**config.mk**
```make
export PLATFORM = sky130hd
export DESIGN_NAME = sorted_priority_queue
export DESIGN_NICKNAME = d
export VERILOG_FILES = /design/src/spq_pkg.sv /design/src/spq_cell.sv /design/src/sorted_priority_queue.sv
export SDC_FILE = /design/constraint.sdc
export NUM_CORES = 1
export LEC_CHECK = 0
export CORE_MARGIN = 2
export CORE_UTILIZATION = 35
export CTS_BUF_LIST = sky130_fd_sc_hd__clkbuf_8
export DETAILED_ROUTE_END_ITERATION = 6
export DONT_BUFFER_PORTS = 1
export HOLD_SLACK_MARGIN = 0.12
export PLACE_DENSITY_LB_ADDON = 0.3
export RECOVER_POWER = 50
export SETUP_SLACK_MARGIN = 0.4
export SKIP_LAST_GASP = 1
export SLEW_MARGIN = 5
export SYNTH_ARGS = -nofsm -noshare
export SYNTH_HDL_FRONTEND = slang
export SYNTH_SLANG_ARGS = --single-unit
```
**constraint.sdc**
```tcl
create_clock -name clk -period 3.45 [get_ports clk]
set_clock_uncertainty 0.05 [all_clocks]
set_input_delay 0.5175 -clock clk [delete_from_list [all_inputs] [get_ports clk]]
set_output_delay 0.5175 -clock clk [all_outputs]
set_load 0.005 [all_outputs]
```
**src/spq_pkg.sv**
```systemverilog
// Types and constants of the sorted priority queue.
package spq_pkg;

    localparam int DATA_W = 8;
    localparam int PRIO_W = 8;
    localparam int CNT_W  = 5;
    localparam int STAT_W = 2;

    // result tdata layout, lowest bit first
    localparam int OUT_DATA_LSB = 0;
    localparam int OUT_STAT_LSB = OUT_DATA_LSB + DATA_W;
    localparam int OUT_CNT_LSB  = OUT_STAT_LSB + STAT_W;
    localparam int OUT_TDATA_W  = 16;

    typedef enum logic {
        OP_ENQ = 1'b0,
        OP_DEQ = 1'b1
    } spq_op_t;

    typedef enum logic [STAT_W-1:0] {
        ST_OK    = 2'd0,
        ST_FULL  = 2'd1,
        ST_EMPTY = 2'd2
    } spq_status_t;

    // command broadcast to every cell
    typedef struct packed {
        logic              enq;
        logic              deq;
        logic [DATA_W-1:0] data;
        logic [PRIO_W-1:0] prio;
    } spq_cmd_t;

endpackage

```
**src/spq_cell.sv**
```systemverilog
// One slot of the sorted chain: holds an item and shifts with its neighbors.
module spq_cell
(
    input  logic                          clk,
    input  spq_pkg::spq_cmd_t             cmd,
    input  logic                          occupied,
    input  logic                          left_ge,
    input  logic [spq_pkg::DATA_W-1:0]    left_data,
    input  logic [spq_pkg::PRIO_W-1:0]    left_prio,
    input  logic [spq_pkg::DATA_W-1:0]    right_data,
    input  logic [spq_pkg::PRIO_W-1:0]    right_prio,
    output logic                          ge,
    output logic [spq_pkg::DATA_W-1:0]    data,
    output logic [spq_pkg::PRIO_W-1:0]    prio,
    output logic [spq_pkg::DATA_W-1:0]    data_next
);

    logic [spq_pkg::DATA_W-1:0] data_reg;
    logic [spq_pkg::PRIO_W-1:0] prio_reg;
    logic [spq_pkg::PRIO_W-1:0] prio_next;

    // item stays ahead of the new one (equal priority keeps arrival order)
    assign ge = occupied && (prio_reg >= cmd.prio);

    always_comb
    begin
        data_next = data_reg;
        prio_next = prio_reg;
        if (cmd.enq)
        begin
            if (!ge)
            begin
                if (left_ge)
                begin
                    data_next = cmd.data;
                    prio_next = cmd.prio;
                end
                else
                begin
                    data_next = left_data;
                    prio_next = left_prio;
                end
            end
        end
        else if (cmd.deq)
        begin
            data_next = right_data;
            prio_next = right_prio;
        end
    end

    always_ff @(posedge clk)
    begin
        data_reg <= data_next;
        prio_reg <= prio_next;
    end

    assign data = data_reg;
    assign prio = prio_reg;

endmodule

```
**src/sorted_priority_queue.sv**
```systemverilog
// Sorted priority queue built as a chain of shifting slot cells.
//
// Holds up to DEPTH byte items ordered by priority, highest at the front,
// equal priorities first in, first out. Every request beat (tuser 0 enqueue,
// 1 dequeue) returns one result beat with the front item, the status and the
// count after the operation. One request is taken per cycle unless the output
// stalls; the result appears in the cycle after its request. Each cell compares
// its own priority with the incoming one and shifts toward its neighbor in the
// same cycle, so that compare plus the cell-0 select path sets the clock period.
// The result register decouples the sides: a new request is taken while the
// previous result waits, as long as that result is taken in the same cycle.
module sorted_priority_queue #(
    parameter int DEPTH = 16
)
(
    input  logic        clk,
    input  logic        rst_n,
    input  logic        s_axis_tvalid,
    output logic        s_axis_tready,
    input  logic [15:0] s_axis_tdata,   // item_data[7:0], item_priority[15:8]
    input  logic        s_axis_tuser,   // req_type
    output logic        m_axis_tvalid,
    input  logic        m_axis_tready,
    output logic [15:0] m_axis_tdata,   // front_data[7:0], status[9:8],
                                        // item_count[14:10], zero[15]
    output logic        m_axis_tuser    // front_valid
);

    localparam int CW = $clog2(DEPTH + 1);

    logic                       accept;
    logic [CW-1:0]              count_reg;
    logic [CW-1:0]              count_next;
    logic                       full;
    logic                       empty;
    spq_pkg::spq_cmd_t          cmd;
    spq_pkg::spq_status_t       status;

    logic [spq_pkg::DATA_W-1:0] cell_data [DEPTH];
    logic [spq_pkg::PRIO_W-1:0] cell_prio [DEPTH];
    logic [spq_pkg::DATA_W-1:0] cell_data_next [DEPTH];
    logic [DEPTH-1:0]           cell_ge;

    logic                       out_valid_reg;
    logic [spq_pkg::DATA_W-1:0] out_data_reg;
    logic                       out_front_reg;
    spq_pkg::spq_status_t       out_status_reg;
    logic [spq_pkg::CNT_W-1:0]  out_count_reg;

    assign s_axis_tready = !out_valid_reg || m_axis_tready;
    assign accept        = s_axis_tvalid && s_axis_tready;
    assign full          = (count_reg == CW'(DEPTH));
    assign empty         = (count_reg == '0);

    always_comb
    begin
        cmd.enq    = 1'b0;
        cmd.deq    = 1'b0;
        cmd.data   = s_axis_tdata[7:0];
        cmd.prio   = s_axis_tdata[15:8];
        status     = spq_pkg::ST_OK;
        count_next = count_reg;
        if (accept)
        begin
            if (s_axis_tuser == spq_pkg::OP_ENQ)
            begin
                if (full)
                begin
                    status = spq_pkg::ST_FULL;
                end
                else
                begin
                    cmd.enq    = 1'b1;
                    count_next = count_reg + 1'b1;
                end
            end
            else
            begin
                if (empty)
                begin
                    status = spq_pkg::ST_EMPTY;
                end
                else
                begin
                    cmd.deq    = 1'b1;
                    count_next = count_reg - 1'b1;
                end
            end
        end
    end

    for (genvar i = 0; i < DEPTH; i++)
    begin : g_cell
        logic                       occ;
        logic                       l_ge;
        logic [spq_pkg::DATA_W-1:0] l_data;
        logic [spq_pkg::PRIO_W-1:0] l_prio;
        logic [spq_pkg::DATA_W-1:0] r_data;
        logic [spq_pkg::PRIO_W-1:0] r_prio;

        assign occ = (count_reg > CW'(i));

        if (i == 0)
        begin : g_head
            // front cell: the new item lands here unless the front item's priority is equal or higher
            assign l_ge   = 1'b1;
            assign l_data = cmd.data;
            assign l_prio = cmd.prio;
        end
        else
        begin : g_body
            assign l_ge   = cell_ge[i-1];
            assign l_data = cell_data[i-1];
            assign l_prio = cell_prio[i-1];
        end

        if (i == DEPTH - 1)
        begin : g_tail
            assign r_data = cell_data[i];
            assign r_prio = cell_prio[i];
        end
        else
        begin : g_mid
            assign r_data = cell_data[i+1];
            assign r_prio = cell_prio[i+1];
        end

        spq_cell u_cell (
            .clk        (clk),
            .cmd        (cmd),
            .occupied   (occ),
            .left_ge    (l_ge),
            .left_data  (l_data),
            .left_prio  (l_prio),
            .right_data (r_data),
            .right_prio (r_prio),
            .ge         (cell_ge[i]),
            .data       (cell_data[i]),
            .prio       (cell_prio[i]),
            .data_next  (cell_data_next[i])
        );
    end

    always_ff @(posedge clk or negedge rst_n)
    begin
        if (!rst_n)
        begin
            count_reg     <= '0;
            out_valid_reg <= 1'b0;
        end
        else
        begin
            count_reg <= count_next;
            if (accept)
            begin
                out_valid_reg <= 1'b1;
            end
            else if (m_axis_tready)
            begin
                out_valid_reg <= 1'b0;
            end
        end
    end

    always_ff @(posedge clk)
    begin
        if (accept)
        begin
            out_front_reg  <= (count_next != '0);
            out_data_reg   <= (count_next != '0) ? cell_data_next[0] : '0;
            out_status_reg <= status;
            out_count_reg  <= spq_pkg::CNT_W'(count_next);
        end
    end

    assign m_axis_tvalid = out_valid_reg;
    assign m_axis_tuser  = out_front_reg;
    assign m_axis_tdata  = {1'b0, out_count_reg, out_status_reg, out_data_reg};

endmodule

```
Word level (Yosys, flattened, before mapping)

Cells that the tools add are included.

Bits in registers: 278
Input bits: 21
Output and inout port bits: 19
Word-level logic and storage cells: 262

Add/subtract/negate cells: 2
$lt $le $gt $ge: 32
Equality and inequality tests: 16
Mux-type cells: 134
Bitwise logic cells: 1
Reduce and logical (&&, ||, !) cells: 39

Operators with widths:

| cell                | count |
|---|---|
| $mux 8              | 120 |
| $ge 8x8->1          | 16 |
| $gt 5x4->1 const B  | 8 |
| $reduce_and 2->1    | 16 |
| $ne 2x2->1 const B  | 15 |
| $gt 5x3->1 const B  | 4 |
| $mux 5              | 4 |
| $logic_and 1x1->1   | 17 |
| $gt 5x1->1 const B  | 2 |
| $gt 5x2->1 const B  | 2 |
| $mux 1              | 7 |
| $mux 2              | 3 |
| $add 5x1->5 const B | 1 |
| $eq 5x5->1 const B  | 1 |
| $logic_not 5->1     | 1 |
| $reduce_bool 5->1   | 1 |
| $sub 5x1->5 const B | 1 |
| $reduce_bool 2->1   | 2 |
| $logic_not 1->1     | 1 |
| $logic_or 1x1->1    | 1 |
| $not 1->1           | 1 |

Depth between registers and ports, before layout

Depth after elaboration: 6
Mapped depth: 12
Depth with buffers taken out: 8

Hierarchy

Synthesis repeated with hierarchy kept, for this count alone.

Cell total of the unflattened synthesis: 1855
Area, all modules: 18759.2 um^2

By module, submodules not included:

| module                          | times used | cells an instance | area an instance (um^2) |
|---|---|---|---|
| spq_cell (g_cell[0].u_cell ...) | 13         | 108               | 1092.3 |
| spq_cell (g_cell[7].u_cell ...) | 3          | 108               | 1087.3 |
| sorted_priority_queue           | 1          | 127               | 1297.5 |

Least setup slack after synthesis

OpenSTA, ideal clock, no wires.

Path type: input port to flip-flop
Start: input s_axis_tdata[12]
End: register g_cell[14].u_cell.data_reg, in the netlist g_cell[14].u_cell.data[0] (enable)
Data arrival time: 3.556 ns
Data required time: 2.989 ns
Path slack: -0.567 ns
Stages: 11
Buffers on the path: 3
Path through: clkbuf_1 -> inv_1 -> ha_1 -> a21oi_1 -> nor2b_1 -> o21ai_0 -> o21ai_0 -> o31a_1 -> buf_2 -> buf_2 -> o21ai_0

Longest elaborated chain between the ends: 4

Ends and longest elaborated chain:

| element                    | RTL line                    | RTL |
|---|---|---|
| start, declared            | sorted_priority_queue.sv:20 | `input logic [15:0] s_axis_tdata,` |
| $ge 8x8->1                 | spq_cell.sv:23              | `assign ge = occupied && (prio_reg >= cmd.prio);` |
| $logic_and 1x1->1          | spq_cell.sv:23              |  |
| $ne 2x2->1 (no line)       | -                           |  |
| $reduce_and 2->1 (no line) | -                           |  |
| end signal, assigned       | spq_cell.sv:54              | `data_reg <= data_next;` |
| end, declared              | spq_cell.sv:18              | `logic [spq_pkg::DATA_W-1:0] data_reg;` |

No other way between the ends.
A chain may end at the register's enable or synchronous reset.

Final worst setup path

Start: register count_reg[1]
End: register g_cell[2].u_cell.prio_reg, in the netlist g_cell[2].u_cell.prio[4], data pin

Longest elaborated chain between the ends: 5
Elaborated cells between the ends (all ways): 9
Those cells by class: order compare: 1; eq/ne: 1; mux: 6; reduce/logical: 1

Ends and longest elaborated chain:

| element                                     | RTL line                                                  | RTL |
|---|---|---|
| start, declared                             | sorted_priority_queue.sv:32                               | `logic [CW-1:0] count_reg;` |
| start signal, assigned                      | sorted_priority_queue.sv:153                              | `count_reg <= count_next;` |
| $gt 5x1->1 or $eq 5x5->1 (tied branches)    | sorted_priority_queue.sv:101, sorted_priority_queue.sv:52 |  |
| $logic_and 1x1->1 or $mux 1 (tied branches) | spq_cell.sv:23, sorted_priority_queue.sv:67               |  |
| $mux 8 or $mux 1 (tied branches)            | spq_cell.sv:33, sorted_priority_queue.sv:65               |  |
| $mux 8 or $mux 2 (tied branches)            | spq_cell.sv:31, sorted_priority_queue.sv:63               |  |
| $mux 8 *                                    | spq_cell.sv:29                                            | `if (cmd.enq)` |
| net g_cell[2].u_cell.prio_next, one bit     | spq_cell.sv:20                                            | `logic [spq_pkg::PRIO_W-1:0] prio_next;` |
| end signal, assigned                        | spq_cell.sv:55                                            | `prio_reg <= prio_next;` |
| end, declared                               | spq_cell.sv:19                                            | `logic [spq_pkg::PRIO_W-1:0] prio_reg;` |

The timed path passes the listed nets; every way through them passes the cells marked *. The select of a mux whose other input is x is not followed.

==> results.tsv <==
stage	metric	value	unit
status	outcome	finished clean	
yosys	Syn Inst Count	1552	
finish	fraction of layout cells with a size suffix above 1	10.62	%
critical_path	crit path DAT	3.42	ns
yosys	sequential fraction of the synthesis area	48.45	%
power	Total Power	0.01160	W
cts	clk slew on worst S/H paths	0.07	ns
global_route	antenna violations before repair	1	
cts	CTS Sinks	278	
detailed_routing	Iter 0 DRT Violations	1074	
global_route	largest net degree at the start of global routing	82	
placement	Placed Area	17880	um2
global_route	vias in the first global route	12693	
yosys	Synth area leader	edfxtp_1	
die	Ports	40	
cts	CTS buffer count	49	
timing	# setup viols final	0	
placement	Buffers on Ports	0	
detailed_routing	via count	12657	
timing	Slew Limit Fails	0	
cts	Post-CTS Setup Bufs	0	
min_path	hold crit path type	input pin to flop	
timing	Max Clk Rate	0.3157	GHz
die	Cell Rows	80	
yosys	Avg Cell Area, Syn	10.96	um2
die	initial core utilization	35.54	%
detailed_routing	DRC	0	
yosys	Synth cell types	76	
die	Die Wd	224.4	um
timing	Tcrit/Tclk final	91.80	%
detailed_routing	Pre-Repair DR Iteration Count	5	
cts	CTS tree	yes	
yosys	share of the synthesized area in the top cell type	46.63	%
timing	RSZ-0062 raised after global routing	false	
detailed_routing	DR vias/cell	5.689	
detailed_routing	drt wl/cell	22.66	um
finish	Post-Layout Inst Area	18840	um2
timing	final worst slack	0.2828	ns
critical_path	reg2reg start	count_reg[1]	
detailed_routing	antenna-violating nets left	0	
yosys	FFs w/ async S/R, synth	2.158	%
critical_path	Worst setup SP type	flop	
critical_path	crit path capture type	flop	
critical_path	crit path from	count_reg[1]	
critical_path	worst-path maximum fanout	15	
critical_path	r2r setup slk	0.28	ns
yosys	Post-Syn Nets	1707	
cts	root cell of the clock tree	clkbuf_8	
die	die area	50360	um2
yosys	Syn Std Cell Area	17000	um2
run	maxcap violations	0	
cts	htree depth	2	
placement	RD Place Congestion	0.8710	
detailed_routing	Routed WL	50410	um
global_route	total grt overflow	0	
finish	Core Util, Final	39.38	%
power	Peak supply drop	0.2429	mV
cts	Max clock buf depth	3	
yosys	Yosys reg bits	278	
timing	Setup Total Neg Slack	0	ns
power	Pleak	7.711	nW
min_path	Hold Path Origin	s_axis_tdata[4]	
yosys	most used flip-flop cell after synthesis	edfxtp_1	
critical_path	Setup CP Type	flop to flop	
placement	Placement Setup Slack	0.3599	ns
power	PD cells	615.8	nW/um2
finish	Area growth syn-to-layout	10.83	%
finish	antenna cells	0	
timing	Final min period	3.167	ns
yosys	EDFF count, synth	264	
die	Core Footprint	47850	um2
finish	NumNets Final	1729	
yosys	synth top area cells	edfxtp_1, mux2i_1, ha_1	
yosys	yosys warns	0	
timing	Final Hold Fails	0	
cts	worst skew pair latency	0.61	ns
critical_path	CP required	3.70	ns
timing	Slew @ Worst Pin	1.107	ns
timing	relative slew slack	26.17	%
global_route	Total GRT Usage	19.89	%
placement	placed wire-length estimate	33140	um
global_route	first-pass GRT wire length	77690	um
die	die height	224.4	um
## path summary, 6_finish.rpt
check | to | cells after the start
setup / recovery | g_cell[2].u_cell.prio[4] | 9
hold / removal | g_cell[3].u_cell.data[4] | 2
setup reg to reg | g_cell[2].u_cell.prio[4] | 9
hold reg to reg | g_cell[0].u_cell.data[5] | 1
max in group asynchronous | count_reg[4] | 1
min in group asynchronous | count_reg[0] | 1
## where the power goes
part	total (W)	switching [W]	internal [W]
clock	0.00289	0.00147	0.00142
combinational	0.00374	0.00225	0.00149
sequential	0.00497	0.000468	0.00451
total	0.0116	0.00419	0.00741
## synthesized netlist by cell type, types with 5 or more instances
library cell    n
a211oi_1       17
a21o_1          8
a21oi_1        35
a221o_2         7
a22oi_1         9
buf_1           6
buf_2          40
buf_4          13
buf_6           8
clkbuf_1       49
dfrtp_1         6
dfxtp_1         8
edfxtp_1      264
ha_1          134
inv_1          48
mux2_2         16
mux2i_1       184
nand2_1       237
nand2b_1       18
nand3_1        34
nand4_1        10
nor2_1         28
nor3_1          7
o211ai_1       15
o21a_1         11
o21ai_0       190
o21ai_1        36
o221ai_1       17
o32ai_1        17
o41a_1          7
or3_1           5
## kinds of logic (layout without fill, tap and decap cells)
family | after synthesis | in the layout | synth area share, %
other | 1 | 1 | 0.02206
DFF | 278 | 278 | 48.45
and+or+nand+nor | 366 | 366 | 9.714
buffers and inverters | 165 | 223 | 4.577
adders and majority gates | 134 | 134 | 9.861
AOI/OAI and AO/OA | 408 | 408 | 15.48
muxes | 200 | 200 | 11.89
## stage by stage
step | cells | hold WS, ns
final | 2225 | 0.1431
after global routing | 2225 | 0.1284
after floorplan | 1552 | 0.1719
after detailed placement | 2113 | 0.1721
after global placement | 2113 | 0.1721
after CTS | 2225 | 0.1202
## layer usage
| metal | routed length [um] | global-route usage, % | up-vias | part of all wire, % |
|---|---|---|---|---|
| li1 | - | - | 5897 | - |
| met1 | 23040 | 27.26 | 6278 | 46 |
| met2 | 23280 | 32.35 | 398 | 46 |
| met3 | 2949 | 3.305 | 82 | 5.8 |
| met4 | 1134 | 5.832 | 2 | 2.2 |
| met5 | 8 | 0 | - | 0.016 |
## critical path: stages, from the launching register on
cell,delay (ns)
dfrtp_1,0.49
inv_1,0.12
clkbuf_1,0.26
ha_1,0.23
a21oi_1,0.08
o32ai_1,0.49
a31o_1,0.35
buf_4,0.40
mux2i_1,0.23
o21ai_0,0.13
## cell type report
type	count	area, um2
fillers	4607	29000
multi-input cells	1109	8009
flip-flops and latches	278	8238
clock buffers	50	688.2
repair buffers	87	774.5
well taps	615	769.5
inverters	49	183.9
clock inverters	37	180.2
## repair_timing
item	CTS	global route
endpoints found under the setup margin	12	32
resized for setup	1	4
hold buffers	25	0
endpoints found under the hold margin	66	0
## cell usage in the layout, fill, tap and decap left out, types with 11 or more instances in the layout
cell,n
a21oi_1,37
nand4_1,11
nand3_1,34
mux2_2,16
inv_1,62
o21a_1,11
nand2_1,232
edfxtp_1,264
dlygate4sd3_1,25
nand2b_1,16
a211oi_1,17
o221ai_1,16
clkbuf_8,50
mux2i_1,184
o21ai_0,204
nor2_1,28
o32ai_1,17
buf_4,42
clkinv_1,13
o211ai_1,15
o21ai_1,19
ha_1,134
No activity file was read; power rests on OpenSTA's default activity.
